--- config.mk ---
export PLATFORM = sky130hd
export DESIGN_NAME = sorted_byte_list_insert_delete
export DESIGN_NICKNAME = d
export VERILOG_FILES = /design/src/rtl/sbl_pkg.sv /design/src/rtl/sorted_byte_list_insert_delete.sv /design/src/rtl/sbl_cell.sv
export VERILOG_INCLUDE_DIRS = /design/src /design/src/rtl
export SDC_FILE = /design/constraint.sdc
export NUM_CORES = 1
export LEC_CHECK = 0
export ABC_CLOCK_PERIOD_IN_PS = 4200
export CORE_AREA = 2 2 187 189
export DETAILED_ROUTE_END_ITERATION = 6
export DIE_AREA = 0 0 189 191
export DONT_BUFFER_PORTS = 1
export GPL_TIMING_DRIVEN = 0
export SLEW_MARGIN = 30
export SYNTH_ARGS = -nofsm -noshare
export SYNTH_HDL_FRONTEND = slang
export SYNTH_HIERARCHICAL = 1
export SYNTH_SLANG_ARGS = --single-unit
--- constraint.sdc ---
create_clock -name clk -period 4.2 [get_ports clk]
set_clock_uncertainty 0.1 [all_clocks]
set_input_delay 0.42 -clock clk [delete_from_list [all_inputs] [get_ports clk]]
set_output_delay 0.42 -clock clk [all_outputs]
set_load 0.1 [all_outputs]
--- src/rtl/sorted_byte_list_insert_delete_defines.svh ---
// assertion macros for the sorted byte list
`ifndef SORTED_BYTE_LIST_INSERT_DELETE_DEFINES_SVH
`define SORTED_BYTE_LIST_INSERT_DELETE_DEFINES_SVH

// same-cycle implication
`define SBL_ASSERT_NOW(label, clk, rst_n, cond, prop) \
	label: assert property (@(posedge clk) disable iff (!(rst_n)) (cond) |-> (prop)) \
		else $error("sorted byte list check failed");

// next-cycle implication
`define SBL_ASSERT_NEXT(label, clk, rst_n, cond, prop) \
	label: assert property (@(posedge clk) disable iff (!(rst_n)) (cond) |=> (prop)) \
		else $error("sorted byte list check failed");

`endif

--- src/rtl/sbl_pkg.sv ---
// shared types and codes for the sorted byte list
package sbl_pkg;

	localparam int DEPTH_DEF = 16;

	typedef enum logic {
		MODE_INSERT = 1'b0,
		MODE_DELETE = 1'b1
	} mode_t;

	typedef enum logic [2:0] {
		ST_INSERTED  = 3'd0,
		ST_FULL      = 3'd1,
		ST_DELETED   = 3'd2,
		ST_NOT_FOUND = 3'd3,
		ST_EMPTY     = 3'd4
	} status_t;

	// broadcast to every cell
	typedef struct packed {
		logic              ins;
		logic              del;
		logic signed [7:0] value;
	} cell_op_t;

endpackage

--- src/rtl/sorted_byte_list_insert_delete.sv ---
// top level of the sorted signed-byte list with insert and delete
//
// keeps up to DEPTH signed bytes in ascending order, duplicates allowed
// input channel (in_valid/in_ready): one beat is one operation, mode 0
//   inserts value before the first entry not less than it, mode 1 removes
//   the earliest entry equal to value
// output channel (out_valid/out_ready): one beat per input beat, giving
//   status, entry count after the operation, and the smallest entry
// every operation finishes in the cycle it is accepted: all cells compare
//   against the broadcast value and shift left or right together, and the
//   result is captured in the output register at the end of that cycle
// throughput is one beat per cycle while the receiver keeps up; the
//   output register is the only buffer, so a new beat is taken when it is
//   empty or being drained in the same cycle
// when the receiver stalls, the result is held and in_ready drops until
//   the result is taken; no state changes meanwhile
// reset empties the list (count cleared) and drops out_valid; the entry
//   registers themselves are not cleared, cells above the count are never
//   read
`include "sorted_byte_list_insert_delete_defines.svh"

module sorted_byte_list_insert_delete #(
	parameter int DEPTH = sbl_pkg::DEPTH_DEF
) (
	input  logic                           clk,
	input  logic                           arst_n,
	input  logic                           in_valid,
	output logic                           in_ready,
	input  logic                           mode,
	input  logic signed [7:0]              value,
	output logic                           out_valid,
	input  logic                           out_ready,
	output logic [2:0]                     status,
	output logic [$clog2(DEPTH+1)-1:0]     entry_count,
	output logic signed [7:0]              head_value,
	output logic                           head_valid
);

	localparam int CNT_W = $clog2(DEPTH+1);
	localparam logic [CNT_W-1:0] DEPTH_C = CNT_W'(DEPTH);

	// list state
	logic [CNT_W-1:0]  count_q;

	// output register
	logic              out_valid_q;
	logic [2:0]        status_q;
	logic [CNT_W-1:0]  entry_count_q;
	logic signed [7:0] head_value_q;
	logic              head_valid_q;

	// cell row wiring
	logic signed [7:0] cell_value [DEPTH];
	logic signed [7:0] cell_next  [DEPTH];
	logic              cell_lt    [DEPTH];
	logic [DEPTH-1:0]  cell_eq_first;

	logic              in_acc;
	logic              full;
	logic              empty;
	logic              found;
	logic              is_insert;
	sbl_pkg::cell_op_t op;
	logic [CNT_W-1:0]  count_next;
	sbl_pkg::status_t  status_next;

	assign in_ready  = !out_valid_q || out_ready;
	assign in_acc    = in_valid && in_ready;
	assign full      = count_q == DEPTH_C;
	assign empty     = count_q == '0;
	assign found     = |cell_eq_first;
	assign is_insert = mode == sbl_pkg::MODE_INSERT;

	// one operation broadcast to the whole row
	assign op.ins   = in_acc && is_insert && !full;
	assign op.del   = in_acc && !is_insert && found;
	assign op.value = value;

	for (genvar i = 0; i < DEPTH; i++) begin : g_cell
		logic signed [7:0] left_v;
		logic              left_l;
		logic signed [7:0] right_v;

		if (i == 0) begin : g_first
			// nothing to the left: behaves as a smaller neighbour
			assign left_v = value;
			assign left_l = 1'b1;
		end else begin : g_mid
			assign left_v = cell_value[i-1];
			assign left_l = cell_lt[i-1];
		end

		if (i == DEPTH-1) begin : g_last
			assign right_v = cell_value[i];
		end else begin : g_inner
			assign right_v = cell_value[i+1];
		end

		sbl_cell #(
			.DEPTH (DEPTH),
			.IDX   (i)
		) u_cell (
			.clk         (clk),
			.count       (count_q),
			.op          (op),
			.left_value  (left_v),
			.left_lt     (left_l),
			.right_value (right_v),
			.value       (cell_value[i]),
			.next_value  (cell_next[i]),
			.lt          (cell_lt[i]),
			.eq_first    (cell_eq_first[i])
		);
	end

	always_comb begin
		count_next = count_q;
		if (op.ins) begin
			count_next = count_q + 1'b1;
		end else if (op.del) begin
			count_next = count_q - 1'b1;
		end
	end

	always_comb begin
		if (is_insert) begin
			if (full) begin
				status_next = sbl_pkg::ST_FULL;
			end else begin
				status_next = sbl_pkg::ST_INSERTED;
			end
		end else if (empty) begin
			status_next = sbl_pkg::ST_EMPTY;
		end else if (found) begin
			status_next = sbl_pkg::ST_DELETED;
		end else begin
			status_next = sbl_pkg::ST_NOT_FOUND;
		end
	end

	always_ff @(posedge clk or negedge arst_n) begin
		if (!arst_n) begin
			count_q     <= '0;
			out_valid_q <= 1'b0;
		end else begin
			count_q <= count_next;
			if (in_acc) begin
				out_valid_q <= 1'b1;
			end else if (out_ready) begin
				out_valid_q <= 1'b0;
			end
		end
	end

	// result payload, loaded with each accepted beat
	always_ff @(posedge clk) begin
		if (in_acc) begin
			status_q      <= status_next;
			entry_count_q <= count_next;
			head_valid_q  <= count_next != '0;
			head_value_q  <= (count_next != '0) ? cell_next[0] : 8'sd0;
		end
	end

	assign out_valid   = out_valid_q;
	assign status      = status_q;
	assign entry_count = entry_count_q;
	assign head_value  = head_value_q;
	assign head_valid  = head_valid_q;

	// count stays within the row
	`SBL_ASSERT_NOW(a_count_range, clk, arst_n, 1'b1, count_q <= DEPTH_C)
	// a successful insert grows the list by one
	`SBL_ASSERT_NEXT(a_insert_grows, clk, arst_n, op.ins, count_q == $past(count_q) + 1'b1)
	// a successful delete shrinks the list by one
	`SBL_ASSERT_NEXT(a_delete_shrinks, clk, arst_n, op.del, count_q == $past(count_q) - 1'b1)
	// head flag agrees with the reported count
	`SBL_ASSERT_NOW(a_head_flag, clk, arst_n, out_valid_q, head_valid_q == (entry_count_q != '0))

endmodule

--- src/rtl/sbl_cell.sv ---
// one cell of the sorted list: an entry, its compare and its shift mux
module sbl_cell #(
	parameter int DEPTH = sbl_pkg::DEPTH_DEF,
	parameter int IDX   = 0
) (
	input  logic                           clk,
	input  logic [$clog2(DEPTH+1)-1:0]     count,
	input  sbl_pkg::cell_op_t              op,
	input  logic signed [7:0]              left_value,
	input  logic                           left_lt,
	input  logic signed [7:0]              right_value,
	output logic signed [7:0]              value,
	output logic signed [7:0]              next_value,
	output logic                           lt,
	output logic                           eq_first
);

	localparam int CNT_W = $clog2(DEPTH+1);
	localparam logic [CNT_W-1:0] IDX_C = CNT_W'(IDX);

	logic signed [7:0] entry_q;
	logic              occupied;

	assign occupied = IDX_C < count;
	assign value    = entry_q;
	// entry strictly below the operand
	assign lt       = occupied && (entry_q < op.value);
	// earliest equal entry: everything to the left is smaller
	assign eq_first = occupied && (entry_q == op.value) && left_lt;

	always_comb begin
		next_value = entry_q;
		if (op.ins) begin
			if (!lt) begin
				next_value = left_lt ? op.value : left_value;
			end
		end else if (op.del) begin
			if (!lt) begin
				next_value = right_value;
			end
		end
	end

	always_ff @(posedge clk) begin
		entry_q <= next_value;
	end

endmodule
# Word level (Yosys, flattened, before mapping)

Cells that the tools add are included.

Register bits: 151
Bits of input ports: 13
Output and inout bits: 19
Logic and storage cells: 247

Add/sub/neg operators: 2
Reduce and logical (&&, ||, !) cells: 75
Multiplexer cells: 83
Bitwise logic cells: 16
Equal/unequal tests: 17
Order comparisons: 32

Operators with widths:

| operator            | number |
|---|---|
| $mux 8              | 75 |
| $eq 8x8->1          | 16 |
| $lt 8x8->1          | 16 |
| $logic_and 1x1->1   | 52 |
| $lt 4x5->1 const A  | 8 |
| $reduce_and 2->1    | 15 |
| $lt 3x5->1 const A  | 4 |
| $not 1->1           | 16 |
| $reduce_or 16->1    | 1 |
| $lt 1x5->1 const A  | 2 |
| $lt 2x5->1 const A  | 2 |
| $mux 5              | 2 |
| $mux 3              | 2 |
| $add 5x1->5 const B | 1 |
| $eq 5x5->1 const B  | 1 |
| $logic_not 5->1     | 1 |
| $reduce_bool 5->1   | 1 |
| $sub 5x1->5 const B | 1 |
| $mux 1              | 4 |
| $reduce_bool 2->1   | 2 |
| $logic_not 1->1     | 2 |
| $logic_or 1x1->1    | 1 |

# Logic depth before layout (Yosys ltp)

Depth in word-level cells: 8
Depth in mapped cells: 21
Mapped depth without buffers: 17

# Cells and area by module

The synthesis kept the hierarchy.

Modules (own cells, without submodules):

| module                         | area each (um^2) | times used | seq. area each (um^2) | cells each |
|---|---|---|---|---|
| sorted_byte_list_insert_delete | 1223.7           | 1          | 660.6                 | 102 |
| sbl_cell at g_cell[3].u_cell   | 958.4            | 1          | 160.2                 | 126 |
| sbl_cell at g_cell[8].u_cell   | 953.4            | 1          | 160.2                 | 119 |
| sbl_cell at g_cell[2].u_cell   | 950.9            | 1          | 160.2                 | 114 |
| sbl_cell at g_cell[10].u_cell  | 949.7            | 1          | 160.2                 | 118 |
| sbl_cell at g_cell[14].u_cell  | 948.4            | 1          | 160.2                 | 113 |
| sbl_cell at g_cell[6].u_cell   | 948.4            | 1          | 160.2                 | 114 |
| sbl_cell at g_cell[11].u_cell  | 945.9            | 1          | 160.2                 | 126 |
| sbl_cell at g_cell[12].u_cell  | 942.2            | 1          | 160.2                 | 116 |
| sbl_cell at g_cell[0].u_cell   | 940.9            | 1          | 160.2                 | 116 |
| sbl_cell at g_cell[4].u_cell   | 940.9            | 1          | 160.2                 | 117 |
| sbl_cell at g_cell[1].u_cell   | 917.1            | 1          | 160.2                 | 100 |
| sbl_cell at g_cell[5].u_cell   | 912.1            | 1          | 160.2                 | 102 |
| sbl_cell at g_cell[7].u_cell   | 757.0            | 1          | 160.2                 | 90 |
| 3 more rows                    | --               | --         | --                    | -- |

# Worst setup path after synthesis

Ideal clock, no wire load.

Path type: input to register
From: input value[5]
To: register g_cell[5].u_cell.entry_q[3]
Data required time: 4.042 ns
Path buffers: 3
Setup time: 0.058 ns
Slack: -0.243 ns
Stages on the path: 18
Data arrival time: 4.285 ns
Cells stage by stage: inv_1 > ha_1 > a21o_1 > a2111oi_4 > nor2_1 > nor3_2 > clkbuf_1 > nand3_1 > nor4_1 > nor4_4 > nand4_2 > and3_4 > buf_6 > buf_2 > nor3b_1 > a21o_1 > o31a_2 > a211o_1

RTL lines:

| item                 | RTL line                             | text |
|---|---|---|
| start, declared      | sorted_byte_list_insert_delete.sv:30 | `input logic signed [7:0] value,` |
| end signal, assigned | sbl_cell.sv:45                       | `entry_q <= next_value;` |
| end, declared        | sbl_cell.sv:21                       | `logic signed [7:0] entry_q;` |

==> impl_metrics.toml <==
[status]
status = "completed"

[placed_design]
post-dp-hpwl_um = 34300
io_buffers = 0
place_congestion = 0.846
place_inst = 2264

[worst_setup_path]
rr_startpoint = "g_cell[7].u_cell/value[4]"
critPathCapture = "head_value[0]"
cp_num_buf_inv = 4
setup.worst_path.end_class = "flop"
crit_cells = 17
crit_slowest_cell = "dfxtp_1"
critPathTopFamily = "simple AND/OR/NAND/NOR gates"
path_cells = "ha_1, and4_4, a21oi_2, and3_1, buf_6, clkbuf_4, nand3_1, nor4_2, nor4_4, nand4_4, and3_4, buf_16, nor2b_4, a22oi_1, o2bb2ai_1, inv_1, a31oi_4"
r2r-end = "head_value[0]"
start_kind = "flop"
crit_start = "g_cell[7].u_cell/value[4]"
worst-endpoint-arrival_ns = 4.34
rrSetupSlack_ns = 0.04
cp.required_ns = 4.37
slowest_delay_ns = 0.47
timing_worst_setup_path_type = "reg2reg"
path_max_fanout = 9
r2r_cells = 17

[die]
dieArea_um2 = 36100
dieWidth_um = 189
rows = 68
coreArea_um2 = 34100
die_y_um = 191
initial_utilization_pct = 45.3
num_io_pins = 32

[synth]
synth_edf_count = 17
avgSynthCellArea_um2 = 8.57
yosysSeqAreaShare_pct = 20.8
async_flop_share_pct = 3.97
synth_top_family_by_area = "compound AO/OA/AOI/OAI gates"
synth_xor_area_share_pct = 0.0566
synthCells = 1805
syn_area_um2 = 15500
synth_seq_cells = 151
synth_compound_area_share_pct = 30.4
synth_ff_type = "dfxtp_1"
synthMuxAreaShare_pct = 9.82
synth_fa_ha_area_share_pct = 10.5
synth_cell_type_count = 106
yosys_warnings = 6
synthSimpleGateAreaFrac_pct = 20.9
syn_nets = 1948

[min_path]
hp-class = "in2reg"
hold-path-cell-count = 2

[sta]
relSlewSlack_pct = 31.0
setup_viol = 0
tns_ns = 0
min_period_ns = 4.16
drv_slew = 0
fin_crit_sh_pct = 99.2
worst_slew_pin_slew_ns = 1.04
rsz0062_at_grt = "true"
hold_viol = 0
fmax_mhz = 240

[clocking]
clkTransAtPathRegs_ns = 0.07
tritoncts = "done"
clk_latency_ns = 0.46
cts_root_buf = "clkbuf_16"
htreeDepth = 4
clockBufferDepth = 2
cts_num_sinks = 151
cts_buffers = 17

[pwr]
powerDensity_nw_per_um2 = 702
vdd_drop_max_uv = 342
leakagePower_nw = 7.33

[global_route]
grt_pass1_wl_um = 81400
grtUsageMet2_pct = 46.2
antenna_found_initial = 0
top_usage_layer = "met2"
use_met1_pct = 38.4
track_usage_pct = 28.4
grt_pass1_vias = 14500
grt_start_max_net_pins = 34
use_met3_pct = 4.00
gr-total-overflow = 0

[routing]
num_vias = 15600
drtIter0Drc = 1270
post_drt_via_cell_ratio = 6.49
dr.pass1.iters = 5
final_antenna_net_count = 0
route.detailed.drc = 0
wl_um = 52900
wl_per_cell_um = 22.0

[final_layout]
synthToLayoutAreaGrowth_pct = 19.3
instances_no_fill = 2399
multi_input_area_um2 = 11700
drive_gt1_share_pct = 26.6
fillers = 3074
seq_area_um2 = 3290
final_nets = 2073

[run]
max_cap_viol_count = 0
==> worst min path at each step <==
stage | start | slack [ns] | endpoint
after floorplan | arst_n | 0.02 | count_q[0]
after global routing | in_valid | 0.17 | out_valid
final | in_valid | 0.16 | out_valid
after CTS | in_valid | 0.13 | out_valid
after detailed placement | arst_n | 0.02 | count_q[4]
after global placement | arst_n | 0.02 | count_q[4]
==> cell usage after synthesis (20+ instances only) <==
cell type    n  area share [%]
o2bb2ai_1   34             1.9
mux2_2     108             7.9
buf_2       20            0.65
o211ai_1    52             2.5
ha_1       130              11
nand3_1     97             3.1
a41oi_1     37             2.1
a22oi_1     34             1.7
inv_1      161             3.9
nor2_1      63             1.5
o21ai_0     37             1.2
mux2i_1     28             1.8
nand4_1     88             3.6
a32oi_1     44             2.5
a211o_1     25             1.4
a21o_1      34             1.7
nand4b_1    20             1.1
nand2_1    101             2.5
o22ai_1     21            0.85
nor2b_1     42             1.7
nand2b_1    20            0.81
clkbuf_1    71             1.7
dfxtp_1    128              17
a21oi_1     63             2.0
==> where the power goes <==
group          switching [mW]  total, mW  internal (mW)  leakage, nW
combinational            3.92       7.68           3.76         5.75
clock                   0.758       1.66          0.901        0.293
sequential               1.42       3.62           2.20         1.29
total                    6.10       13.0           6.86         7.33
==> cells by family after synthesis <==
group,after synthesis
xor+xnor,1
fa+ha+maj,130
compound gates,554
simple gates,559
flops,151
buf+inv,271
other cells,1
mux,138
==> flip-flops by register name, indices dropped and copies added (netlist names) <==
register / count
g_cell.u_cell/value: 128
head_value: 8
count_q: 5
entry_count: 5
status: 3
head_valid: 1
out_valid: 1
==> through the flow <==
step	instance area, µm²	hold WS [ns]	total power [mW]	setup WS [ns]	utilization, %
final	18500	0.157	13.0	0.0351	54.1
after global routing	18500	0.170	13.8	-0.0515	54.1
after CTS	17600	0.129	12.2	-0.0159	51.6
after detailed placement	16100	0.0250	10.0	-1.48	47.3
after global placement	16100	0.0247	9.83	-2.00	47.1
after floorplan	15500	0.0244	8.39	0.00429	-
==> routing by layer <==
layer	vias up	wire [µm]
met3	108	3420
met5	-	0
li1	7280	-
met4	0	1390
met2	615	24400
met1	7576	23600
==> cell type report <==
cell class	instances	share of cell area (%)
multi-input cells	1383	63.4
plain buffers	105	3.82
well taps	455	3.08
inverters	161	3.27
clock buffers	17	2.30
repair buffers	111	5.21
clock inverters	15	1.02
flip-flops and latches	151	17.8
diodes	1	0.0136
==> layout by cell type, fill, tap and decap left out, types with 25 or more instances in the layout <==
master,instances
ha_1,122
a211o_1,25
buf_6,26
nor2_1,56
a21oi_1,51
buf_4,107
clkbuf_1,45
inv_1,161
nand3_1,95
a41oi_1,36
nor2b_1,38
o21ai_0,37
a22oi_1,34
o2bb2ai_1,34
nand2_1,100
mux2i_1,28
a21o_1,33
mux2_2,108
a32oi_1,44
o211ai_1,52
dfxtp_1,103
nand4_1,88
==> repair_timing <==
item | CTS | global route
resized for setup | 120 | 85
hold buffers | 1 | 0
endpoints found under the setup margin | 144 | 130
pin swaps | 28 | 47
hold endpoints to repair | 6 | 0
cloned | 2 | 2
setup buffers | 36 | 66
No activity file was read; power rests on OpenSTA's default activity.
